**src/design/llls_pkg.sv**
```systemverilog
package llls_pkg;

    localparam int TASK_W    = 32;
    localparam int CFG_W     = 5;
    localparam int CPU_OUT_W = 4;
    localparam int LOAD_OUT_W = 40;
    localparam int OUT_DATA_W = 128;

    localparam logic [CFG_W-1:0] CPU_COUNT_RESET = 5'd4;

    typedef enum logic [1:0] {
        ST_IDLE,
        ST_SCAN,
        ST_ADD,
        ST_DONE
    } sched_state_t;

    typedef struct packed {
        logic shift;
        logic clear;
        logic wr_en;
    } cell_ctrl_t;

endpackage

```
**src/design/llls_cell.sv**
```systemverilog
module llls_cell #(
    parameter int LOAD_BITS = 40
) (
    input  logic                  aclk,
    input  logic                  aresetn,
    input  llls_pkg::cell_ctrl_t  ctrl,
    input  logic                  wr_sel,
    input  logic [LOAD_BITS-1:0]  wr_data,
    input  logic [LOAD_BITS-1:0]  shift_in,
    output logic [LOAD_BITS-1:0]  load_out
);
    import llls_pkg::*;

    logic [LOAD_BITS-1:0] load_reg;
    logic [LOAD_BITS-1:0] load_next;

    always_comb begin
        load_next = load_reg;
        if (ctrl.clear) begin
            load_next = '0;
        end else if (ctrl.wr_en && wr_sel) begin
            load_next = wr_data;
        end else if (ctrl.shift) begin
            load_next = shift_in;
        end
    end

    always_ff @(posedge aclk) begin
        if (!aresetn) begin
            load_reg <= '0;
        end else begin
            load_reg <= load_next;
        end
    end

    assign load_out = load_reg;

endmodule

```
**src/design/llls_ctrl.sv**
```systemverilog
module llls_ctrl #(
    parameter int MAX_CPUS  = 16,
    parameter int LOAD_BITS = 40,
    parameter int IDX_W     = 4,
    parameter int CNT_W     = 5
) (
    input  logic                            aclk,
    input  logic                            aresetn,
    input  logic                            in_valid,
    output logic                            in_ready,
    input  logic [llls_pkg::TASK_W-1:0]     in_length,
    input  logic                            in_first,
    input  logic [CNT_W-1:0]                cpu_n,
    input  logic [LOAD_BITS-1:0]            head_load,
    output llls_pkg::cell_ctrl_t            cell_ctrl,
    output logic [IDX_W-1:0]                wr_idx,
    output logic [LOAD_BITS-1:0]            wr_data,
    input  logic                            out_free,
    output logic                            res_valid,
    output logic [IDX_W-1:0]                res_cpu,
    output logic [LOAD_BITS-1:0]            res_load,
    output logic [LOAD_BITS-1:0]            res_max,
    output logic [LOAD_BITS-1:0]            res_total
);
    import llls_pkg::*;

    localparam int SUM_W = ((LOAD_BITS > TASK_W) ? LOAD_BITS : TASK_W) + 1;
    localparam logic [SUM_W-1:0] LOAD_MAX_W = SUM_W'({LOAD_BITS{1'b1}});
    localparam logic [IDX_W-1:0] LAST_IDX = IDX_W'(MAX_CPUS - 1);

    sched_state_t state_reg, state_next;

    logic [IDX_W-1:0]     idx_reg;
    logic [CNT_W-1:0]     n_reg;
    logic [TASK_W-1:0]    len_reg;
    logic [LOAD_BITS-1:0] min_reg;
    logic [IDX_W-1:0]     pick_reg;
    logic [LOAD_BITS-1:0] max_reg;
    logic [LOAD_BITS-1:0] sum_reg;
    logic [LOAD_BITS-1:0] new_load_reg;
    logic [LOAD_BITS-1:0] total_reg;

    logic                 accept;
    logic                 active;
    logic                 last_act;
    logic                 take;
    logic [SUM_W-1:0]     scan_sum;
    logic [LOAD_BITS-1:0] scan_sum_sat;
    logic [SUM_W-1:0]     add_load;
    logic [SUM_W-1:0]     add_total;
    logic [LOAD_BITS-1:0] makespan;

    assign accept   = in_valid && in_ready;
    assign active   = CNT_W'(idx_reg) < n_reg;
    assign last_act = CNT_W'(idx_reg) == (n_reg - CNT_W'(1));
    assign take     = (idx_reg == '0) || (head_load < min_reg)
                      || (last_act && (head_load <= min_reg));

    assign scan_sum     = SUM_W'(sum_reg) + SUM_W'(head_load);
    assign scan_sum_sat = (scan_sum > LOAD_MAX_W) ? LOAD_BITS'(LOAD_MAX_W)
                                                  : LOAD_BITS'(scan_sum);
    assign add_load  = SUM_W'(min_reg) + SUM_W'(len_reg);
    assign add_total = SUM_W'(sum_reg) + SUM_W'(len_reg);
    assign makespan  = (new_load_reg > max_reg) ? new_load_reg : max_reg;

    always_comb begin
        state_next = state_reg;
        unique case (state_reg)
            ST_IDLE: begin
                if (accept) begin
                    state_next = ST_SCAN;
                end
            end
            ST_SCAN: begin
                if (idx_reg == LAST_IDX) begin
                    state_next = ST_ADD;
                end
            end
            ST_ADD: begin
                state_next = ST_DONE;
            end
            ST_DONE: begin
                if (out_free) begin
                    state_next = ST_IDLE;
                end
            end
            default: begin
                state_next = ST_IDLE;
            end
        endcase
    end

    always_comb begin
        in_ready        = 1'b0;
        cell_ctrl.shift = 1'b0;
        cell_ctrl.clear = 1'b0;
        cell_ctrl.wr_en = 1'b0;
        res_valid       = 1'b0;
        unique case (state_reg)
            ST_IDLE: begin
                in_ready        = aresetn;
                cell_ctrl.clear = accept && in_first;
            end
            ST_SCAN: begin
                cell_ctrl.shift = 1'b1;
            end
            ST_ADD: begin
            end
            ST_DONE: begin
                cell_ctrl.wr_en = out_free;
                res_valid       = out_free;
            end
            default: begin
            end
        endcase
    end

    always_ff @(posedge aclk) begin
        if (!aresetn) begin
            state_reg <= ST_IDLE;
            idx_reg   <= '0;
        end else begin
            state_reg <= state_next;
            if (state_reg == ST_SCAN) begin
                idx_reg <= idx_reg + IDX_W'(1);
            end else begin
                idx_reg <= '0;
            end
        end
    end

    always_ff @(posedge aclk) begin
        unique case (state_reg)
            ST_IDLE: begin
                if (accept) begin
                    len_reg <= in_length;
                    n_reg   <= cpu_n;
                end
            end
            ST_SCAN: begin
                if (active) begin
                    if (take) begin
                        min_reg  <= head_load;
                        pick_reg <= idx_reg;
                    end
                    if (idx_reg == '0) begin
                        max_reg <= head_load;
                        sum_reg <= head_load;
                    end else begin
                        if (head_load > max_reg) begin
                            max_reg <= head_load;
                        end
                        sum_reg <= scan_sum_sat;
                    end
                end
            end
            ST_ADD: begin
                new_load_reg <= (add_load > LOAD_MAX_W) ? LOAD_BITS'(LOAD_MAX_W)
                                                        : LOAD_BITS'(add_load);
                total_reg    <= (add_total > LOAD_MAX_W) ? LOAD_BITS'(LOAD_MAX_W)
                                                         : LOAD_BITS'(add_total);
            end
            ST_DONE: begin
            end
            default: begin
            end
        endcase
    end

    assign wr_idx    = pick_reg;
    assign wr_data   = new_load_reg;
    assign res_cpu   = pick_reg;
    assign res_load  = new_load_reg;
    assign res_max   = makespan;
    assign res_total = total_reg;

endmodule

```
**src/design/least_loaded_list_scheduler_unit.sv**
```systemverilog
// Greedy list scheduler: each input item is one task length, placed on the least-loaded
// of the first cpu_count processors (lowest index wins a tie, unless nothing is strictly
// below the last processor in use, which then wins). Loads saturate at 2^LOAD_BITS - 1,
// and tuser set on an input item clears all loads before the task is placed. The loads
// live in a ring of MAX_CPUS cells that rotates once per task past a single compare and
// accumulate unit. An item passes an accept state, the ring rotation, a saturating add and
// a write-back before the next item is accepted. The result waits in an output register,
// so the next item is taken while it is unread, but its write-back waits until that
// result is read. cpu_count must be written through the cfg channel only while idle;
// the block does not enforce it. Zero acts as one processor and values above MAX_CPUS act as MAX_CPUS.
module least_loaded_list_scheduler_unit #(
    parameter int MAX_CPUS  = 16,
    parameter int LOAD_BITS = 40
) (
    input  logic                                 aclk,
    input  logic                                 aresetn,
    input  logic                                 cfg_valid,
    output logic                                 cfg_ready,
    input  logic [llls_pkg::CFG_W-1:0]           cfg_data,    // cpu_count
    input  logic                                 s_tvalid,
    output logic                                 s_tready,
    input  logic [llls_pkg::TASK_W-1:0]          s_tdata,     // job_ticks
    input  logic                                 s_tuser,     // first_task
    output logic                                 m_tvalid,
    input  logic                                 m_tready,
    // chosen_cpu [3:0], chosen_load [43:4], makespan [83:44], total_load [123:84], zero pad
    output logic [llls_pkg::OUT_DATA_W-1:0]      m_tdata
);
    import llls_pkg::*;

    localparam int IDX_W = (MAX_CPUS > 1) ? $clog2(MAX_CPUS) : 1;
    localparam int CNT_W = $clog2(MAX_CPUS + 1);
    localparam int CMP_W = (CNT_W > CFG_W) ? CNT_W : CFG_W;

    logic [CFG_W-1:0]     cpu_count_reg;
    logic [CNT_W-1:0]     cpu_n;
    logic [CMP_W-1:0]     cfg_wide;

    logic                 m_tvalid_reg;
    logic [OUT_DATA_W-1:0] m_tdata_reg;
    logic                 out_free;

    cell_ctrl_t           cell_ctrl;
    logic [IDX_W-1:0]     wr_idx;
    logic [LOAD_BITS-1:0] wr_data;
    logic [LOAD_BITS-1:0] loads [MAX_CPUS];

    logic                 res_valid;
    logic [IDX_W-1:0]     res_cpu;
    logic [LOAD_BITS-1:0] res_load;
    logic [LOAD_BITS-1:0] res_max;
    logic [LOAD_BITS-1:0] res_total;
    logic [63:0]          load_w, max_w, total_w;
    logic [63:0]          cpu_w;

    assign cfg_ready = aresetn;

    always_ff @(posedge aclk) begin
        if (!aresetn) begin
            cpu_count_reg <= CPU_COUNT_RESET;
        end else if (cfg_valid && cfg_ready) begin
            cpu_count_reg <= cfg_data;
        end
    end

    assign cfg_wide = CMP_W'(cpu_count_reg);

    always_comb begin
        if (cfg_wide == '0) begin
            cpu_n = CNT_W'(1);
        end else if (cfg_wide > CMP_W'(MAX_CPUS)) begin
            cpu_n = CNT_W'(MAX_CPUS);
        end else begin
            cpu_n = CNT_W'(cfg_wide);
        end
    end

    for (genvar g = 0; g < MAX_CPUS; g++) begin : g_ring
        llls_cell #(
            .LOAD_BITS (LOAD_BITS)
        ) u_cell (
            .aclk     (aclk),
            .aresetn  (aresetn),
            .ctrl     (cell_ctrl),
            .wr_sel   (wr_idx == IDX_W'(g)),
            .wr_data  (wr_data),
            .shift_in (loads[(g + 1) % MAX_CPUS]),
            .load_out (loads[g])
        );
    end

    llls_ctrl #(
        .MAX_CPUS  (MAX_CPUS),
        .LOAD_BITS (LOAD_BITS),
        .IDX_W     (IDX_W),
        .CNT_W     (CNT_W)
    ) u_ctrl (
        .aclk      (aclk),
        .aresetn   (aresetn),
        .in_valid  (s_tvalid),
        .in_ready  (s_tready),
        .in_length (s_tdata),
        .in_first  (s_tuser),
        .cpu_n     (cpu_n),
        .head_load (loads[0]),
        .cell_ctrl (cell_ctrl),
        .wr_idx    (wr_idx),
        .wr_data   (wr_data),
        .out_free  (out_free),
        .res_valid (res_valid),
        .res_cpu   (res_cpu),
        .res_load  (res_load),
        .res_max   (res_max),
        .res_total (res_total)
    );

    assign out_free = !m_tvalid_reg || m_tready;

    assign cpu_w   = 64'(res_cpu);
    assign load_w  = 64'(res_load);
    assign max_w   = 64'(res_max);
    assign total_w = 64'(res_total);

    always_ff @(posedge aclk) begin
        if (!aresetn) begin
            m_tvalid_reg <= 1'b0;
        end else if (res_valid) begin
            m_tvalid_reg <= 1'b1;
        end else if (m_tready) begin
            m_tvalid_reg <= 1'b0;
        end
    end

    always_ff @(posedge aclk) begin
        if (res_valid) begin
            m_tdata_reg <= {4'b0000,
                            total_w[LOAD_OUT_W-1:0],
                            max_w[LOAD_OUT_W-1:0],
                            load_w[LOAD_OUT_W-1:0],
                            cpu_w[CPU_OUT_W-1:0]};
        end
    end

    assign m_tvalid = m_tvalid_reg;
    assign m_tdata  = m_tdata_reg;

endmodule

```
**config.mk**
```make
export PLATFORM = sky130hd
export DESIGN_NAME = least_loaded_list_scheduler_unit
export DESIGN_NICKNAME = d
export VERILOG_FILES = /design/src/design/llls_pkg.sv /design/src/design/llls_cell.sv /design/src/design/llls_ctrl.sv /design/src/design/least_loaded_list_scheduler_unit.sv
export SDC_FILE = /design/constraint.sdc
export NUM_CORES = 2
export LEC_CHECK = 0
export BUFFER_PORTS_ARGS = -buffer_cell sky130_fd_sc_hd__clkbuf_2
export CAP_MARGIN = 25
export CORE_UTILIZATION = 55
export CTS_CLUSTER_SIZE = 10
export DETAILED_ROUTE_END_ITERATION = 7
export PLACE_DENSITY_LB_ADDON = 0.1
export SYNTH_ARGS = -nofsm -noshare
export SYNTH_HDL_FRONTEND = slang
export SYNTH_SLANG_ARGS = --single-unit
```
**constraint.sdc**
```tcl
create_clock -name aclk -period 8.05 [get_ports aclk]
set_input_delay 0.805 -clock aclk [delete_from_list [all_inputs] [get_ports aclk]]
set_output_delay 0.805 -clock aclk [all_outputs]
set_load 0.05 [all_outputs]
```
# ---- Yosys cells after proc, flatten, opt, wreduce, memory -nomap -nowiden
# Cells that the tools add are included.
dict set report totals {
  register_bits 1017
  output_inout_bits 131
  elab_cells 170
}
dict set report op_classes {
  addsub 5
  magnitude_cmp 9
  eq_ne 23
  n_mux 48
  bitwise_logic 1
  n_reduce_logical 54
}
# op count
set op_table {}
lappend op_table {{2-to-1 mux 40 bit} 37}
lappend op_table {{greater-than comparator 41 x 40 -> 1 bit (second input constant)} 3}
lappend op_table {{adder 40 x 32 -> 41 bit} 2}
lappend op_table {{greater-than comparator 40 bit} 2}
lappend op_table {{adder 40 x 40 -> 41 bit} 1}
lappend op_table {{less-or-equal comparator 40 bit} 1}
lappend op_table {{less-than comparator 40 bit} 1}
lappend op_table {{== test 4 bit (second input constant)} 9}
lappend op_table {{nonzero test 2 bit} 18}
lappend op_table {{logical AND 1 bit} 20}
lappend op_table {{== test 4 x 3 -> 1 bit (second input constant)} 4}
lappend op_table {{AND reduction 3 bit} 3}
lappend op_table {{== test 4 x 2 -> 1 bit (second input constant)} 2}
lappend op_table {{zero test 4 bit} 2}
lappend op_table {{case mux 2 bit (4 select lines)} 1}
lappend op_table {{2-to-1 mux 1 bit} 6}
lappend op_table {{2-to-1 mux 2 bit} 3}
lappend op_table {{inequality test 2 x 1 -> 1 bit (second input constant)} 3}
lappend op_table {{AND reduction 2 bit} 3}
lappend op_table {{== test 4 x 5 -> 1 bit} 1}
lappend op_table {{greater-than comparator 5 bit (second input constant)} 1}
lappend op_table {{zero test 5 bit} 1}
lappend op_table {{less-than comparator 4 x 5 -> 1 bit} 1}
lappend op_table {{2-to-1 mux 5 bit} 1}
lappend op_table {{10 further kinds} 14}

# ---- Logic depth before layout (Yosys ltp)
dict set report depth {
  word_depth 6
  mapped_depth 14
}

# ---- By module
# From an unflattened synthesis, not the netlist that was laid out.
dict set report hier_totals {
  cells_unflattened 5196
  area_unflattened_um2 59412.0
}
# module n_inst cells_per_inst area_per_inst_um2
set modules_own_cells {}
lappend modules_own_cells {llls_cell 16 183 2223.4}
lappend modules_own_cells {llls_ctrl 1 2089 19711.4}
lappend modules_own_cells {least_loaded_list_scheduler_unit 1 179 4126.5}

# ---- Least setup slack after synthesis
# Ideal clock, no wire load.
dict set report synth_path {
  kind {input to register}
  from {input m_tready}
  to {register g_ring[15].u_cell.load_reg[0]}
  arrival_time_ps 7768
  slack_ps 145
  path_stages 8
  n_path_buf 2
  cell_sequence {nor2b_1 nor2b_1 and3_1 clkbuf_1 nand3_1 clkbuf_1 nor2_1 a211oi_1}
}
dict set report synth_via {
  elab_chain_len 4
  elab_cells_between_ends 5
  classes_between {2 x mux; 3 x reduce/logical}
}
# element line
set synth_lines {}
lappend synth_lines {{start, declared} least_loaded_list_scheduler_unit.sv:25} ;# input logic m_tready,
lappend synth_lines {{logical OR 1 bit *} least_loaded_list_scheduler_unit.sv:117} ;# assign out_free = !m_tvalid_reg || m_tready;
lappend synth_lines {{2-to-1 mux 1 bit *} --}
lappend synth_lines {{net res_valid} least_loaded_list_scheduler_unit.sv:48} ;# logic res_valid;
lappend synth_lines {{logical AND 1 bit *} llls_cell.sv:21} ;# end else if (ctrl.wr_en && wr_sel) begin
lappend synth_lines {{2-to-1 mux 40 bit or nonzero test 2 bit (tied branches)} --}
lappend synth_lines {{end signal, assigned} llls_cell.sv:32} ;# load_reg <= load_next;
lappend synth_lines {{end, declared} llls_cell.sv:14} ;# logic [LOAD_BITS-1:0] load_reg;
# Mark *: on every way through the listed nets, which the timed path passes. The rest lies on a longest branch.
# A chain may end at the register's enable or synchronous reset.

# ---- Final worst setup path
dict set report layout_path {
  from {register u_ctrl.state_reg[1]}
  to {register g_ring[5].u_cell.load_reg[24]}
}
dict set report layout_via {
  elab_chain_len 6
  elab_cells_between_ends 13
  classes_between {2 x eq/ne; 5 x mux; 6 x reduce/logical}
}
# element line
set layout_lines {}
lappend layout_lines {{start, declared} llls_ctrl.sv:31} ;# sched_state_t state_reg, state_next;
lappend layout_lines {{start signal, assigned} llls_ctrl.sv:123} ;# state_reg <= state_next;
lappend layout_lines {{zero test 2 bit} llls_ctrl.sv:99} ;# unique case (state_reg)
lappend layout_lines {{2-to-1 mux 1 bit} llls_ctrl.sv:99}
lappend layout_lines {{logical AND 1 bit} llls_ctrl.sv:53} ;# assign accept = in_valid && in_ready;
lappend layout_lines {{logical AND 1 bit} llls_ctrl.sv:102} ;# cell_ctrl.clear = accept && in_first;
lappend layout_lines {{2-to-1 mux 1 bit} llls_ctrl.sv:99}
lappend layout_lines {{OR reduction 2 bit (no source line)} --}
lappend layout_lines {{end signal, assigned} llls_cell.sv:32}
lappend layout_lines {{end, declared} llls_cell.sv:14}
# Several ways; a longest one is shown, not always the timed one.

==> flow_summary_export.csv <==
group,metric,value,unit
synthesis,yosysTopAreaCellShare,26.2,%
clock_tree,hold_buffers,0,
finish,largest_reg_flops,640,
worst_setup_path,path_max_fanout,139,
floorplan,start_util,55.5,%
timing,finalHoldViolCount,0,
finish,area_growth,9.55,%
worst_setup_path,worst_ep_required_time,8.64,ns
synthesis,synth_area_per_cell,10.4,µm²
power,power.density,294,mW/mm²
synthesis,synthDistinctLibCells,79,
synthesis,synth_top_cell_by_area,"dfxtp_1",
worst_setup_path,arrival,5.54,ns
timing,hold_slack,0.261,ns
clock_tree,h-tree-depth,3,
timing,finClkSkew,0.0495,ns
route,drc,0,
worst_setup_path,startpoint_type,"flop",
floorplan,dieWidth,303,µm
timing,rsz0062_at_grt,"false",
grt,grt_pass1_wl,206000,µm
timing,slew_headroom,19.8,%
worst_setup_path,r2r_cells,8,
place,dp_hpwl,86700,µm
finish,finalNetCount,5032,
worst_setup_path,cp-end-kind,"flop",
floorplan,ios,174,
floorplan,fp.dieH,303,µm
clock_tree,cts-buffers-inserted,114,
route,antenna_left,0,
timing,setup_tns,0,ns
grt,grt_pass1_vias,34151,
place,io_buffers,169,
timing,fin_crit_sh,61.5,%
route,drt-wirelength-per-cell,22.5,µm
flow_run,cap_violations,0,
finish,fin_util,60.8,%
hold_path,hold_path_startpoint,"s_tdata[6]",
power,vdd_drop_max,0.240,mV
route,vias,36468,
synthesis,synth_edf_count,365,
synthesis,ys_seq_area_share,48.2,%
synthesis,async_reset_ff_share,0,%
route,wl,135000,µm
floorplan,core,0.0899,mm²
status,status,"finished, final reports clean",
floorplan,rows,110,
clock_tree,clk_path_buf_depth,3,
synthesis,syn_inst,4800,
timing,fmax,202,MHz
grt,grt_usage,28.9,%
synthesis,yosys_warnings,0,
place,gp_congestion,0.928,
clock_tree,clock_sinks,1017,
finish,layout_common_cells,"723 x nor2_1, 654 x a211oi_1, 652 x dfxtp_1",
clock_tree,cts_tree,"built",
clock_tree,insertion_delay,0.73,ns
clock_tree,cts.clk_slew.worst_paths,0.06,ns
finish,fill_cells,7437,
timing,worst_pin_slew,1.20,ns
grt,grt_max_degree,228,
route,first_pass_iters,5,
timing,setup_viol_count_final,0,
clock_tree,root_buffer,"clkbuf_16",
synthesis,synth_ff_type,"dfxtp_1",
clock_tree,cts_resized,0,
grt,grt_overflow,0,
hold_path,hold_depth,1,
finish,layout-drive-gt1-share,9.22,%
synthesis,synth_area,0.0498,mm²
synthesis,synth_area_leaders,"dfxtp_1 26%, edfxtp_1 22%, mux2i_1 13%",
worst_setup_path,reg2reg_to,"g_ring[5].u_cell.load_out[24]",
worst_setup_path,rr_startpoint,"u_ctrl.state_reg[1]",
power,p_leak,20.8,nW
hold_path,worstHoldEndpoint,"u_ctrl.len_reg[6]",
finish,final_common_cell,"nor2_1",
timing,fin_crit,4.95,ns
finish,n_antenna_cell,0,
synthesis,synth-seq-cells,1017,
hold_path,hp-class,"in -> reg",
grt,antenna_found_initial,2,
route,drt_iter0_markers,3138,
worst_setup_path,critical_path_class,"reg -> reg",
clock_tree,post_cts_buffers,0,
timing,drv_slew,0,
route,vias_per_cell,6.09,
floorplan,fp.dieArea,0.0918,mm²
worst_setup_path,reg2reg_slack,3.10,ns
## metal layers
layer	up-vias	track usage (%)	share of wire (%)
met2	1055	46.1	46
met3	201	4.13	5.8
met1	17658	41.2	46
li1	17554	-	-
met4	0	7.35	2.5
met5	-	0	0
## worst max-delay path by stage
| stage | slack [ns] | end | start |
|---|---|---|---|
| after floorplan | 0.14 | g_ring[15].u_cell.load_out[0] | m_tready |
| after global placement | 3.31 | g_ring[14].u_cell.load_out[22] | u_ctrl.state_reg[1] |
| after detailed placement | 3.26 | g_ring[8].u_cell.load_out[25] | u_ctrl.state_reg[1] |
| after CTS | 3.24 | g_ring[5].u_cell.load_out[24] | u_ctrl.state_reg[1] |
| after global routing | 2.91 | g_ring[7].u_cell.load_out[23] | u_ctrl.state_reg[1] |
| final | 3.10 | g_ring[5].u_cell.load_out[24] | u_ctrl.state_reg[1] |
## through the flow
| stage | setup WS (ns) | std cells | cell area, µm² | power, mW |
|---|---|---|---|---|
| 5_1_grt | 2.91 | 5993 | 54600 | 16.8 |
| 4_1_cts | 3.24 | 5989 | 54500 | 16.1 |
| 2_1_floorplan | 0.145 | 4803 | 49900 | 10.2 |
| 3_3_place_gp | 3.31 | 5805 | 51200 | 11.3 |
| 3_5_place_dp | 3.26 | 5805 | 51200 | 11.3 |
| 6_report | 3.10 | 5993 | 54600 | 16.1 |
## power breakdown
group / switching, mW / internal, mW
registers: 0.552 / 6.03
logic: 2.85 / 1.89
clock network: 2.09 / 2.64
## cells in the mapped netlist (31+ instances only)
cell type / n
nor2b_1: 31
edfxtp_1: 365
nor2_1: 723
nand2_1: 147
nand3_1: 45
xnor2_1: 52
a21o_1: 91
buf_1: 84
nand4_1: 41
xor2_1: 39
mux2i_1: 647
ha_1: 237
o22a_1: 37
dfxtp_1: 652
mux2_4: 40
a211oi_1: 654
a21oi_1: 126
o21ai_0: 67
inv_1: 128
clkbuf_1: 294
## layout make-up
class | count | area (µm²) | share of cell area, %
Multi-Input combinational cell | 3259 | 23900 | 43.8
Inverter | 128 | 480 | 0.880
Clock buffer | 174 | 3110 | 5.69
Tap cell | 1176 | 1470 | 2.69
Timing Repair Buffer | 229 | 1420 | 2.61
Sequential cell | 1017 | 24000 | 44.0
Clock inverter | 10 | 181 | 0.332
## cell families (layout without fill, tap and decap cells)
logic type	count (synthesis)	in the layout	share of synthesized area, %
mux	690	690	14.3
flops	1017	1017	48.2
fa+ha+maj	240	240	6.07
other cells	1	4	0.00752
xor+xnor	91	91	1.60
simple gates	1112	1112	9.50
buf+inv	527	541	4.19
compound gates	1122	1122	16.2
## critical path: stages (launching register included)
cell	delay [ns]
dfxtp_1	0.35
inv_1	0.16
ha_4	0.45
buf_4	0.80
buf_12	0.62
buf_4	0.79
buf_12	0.73
mux2i_1	0.17
a211oi_1	0.31
Note: power is estimated with default switching activity, not from simulation.
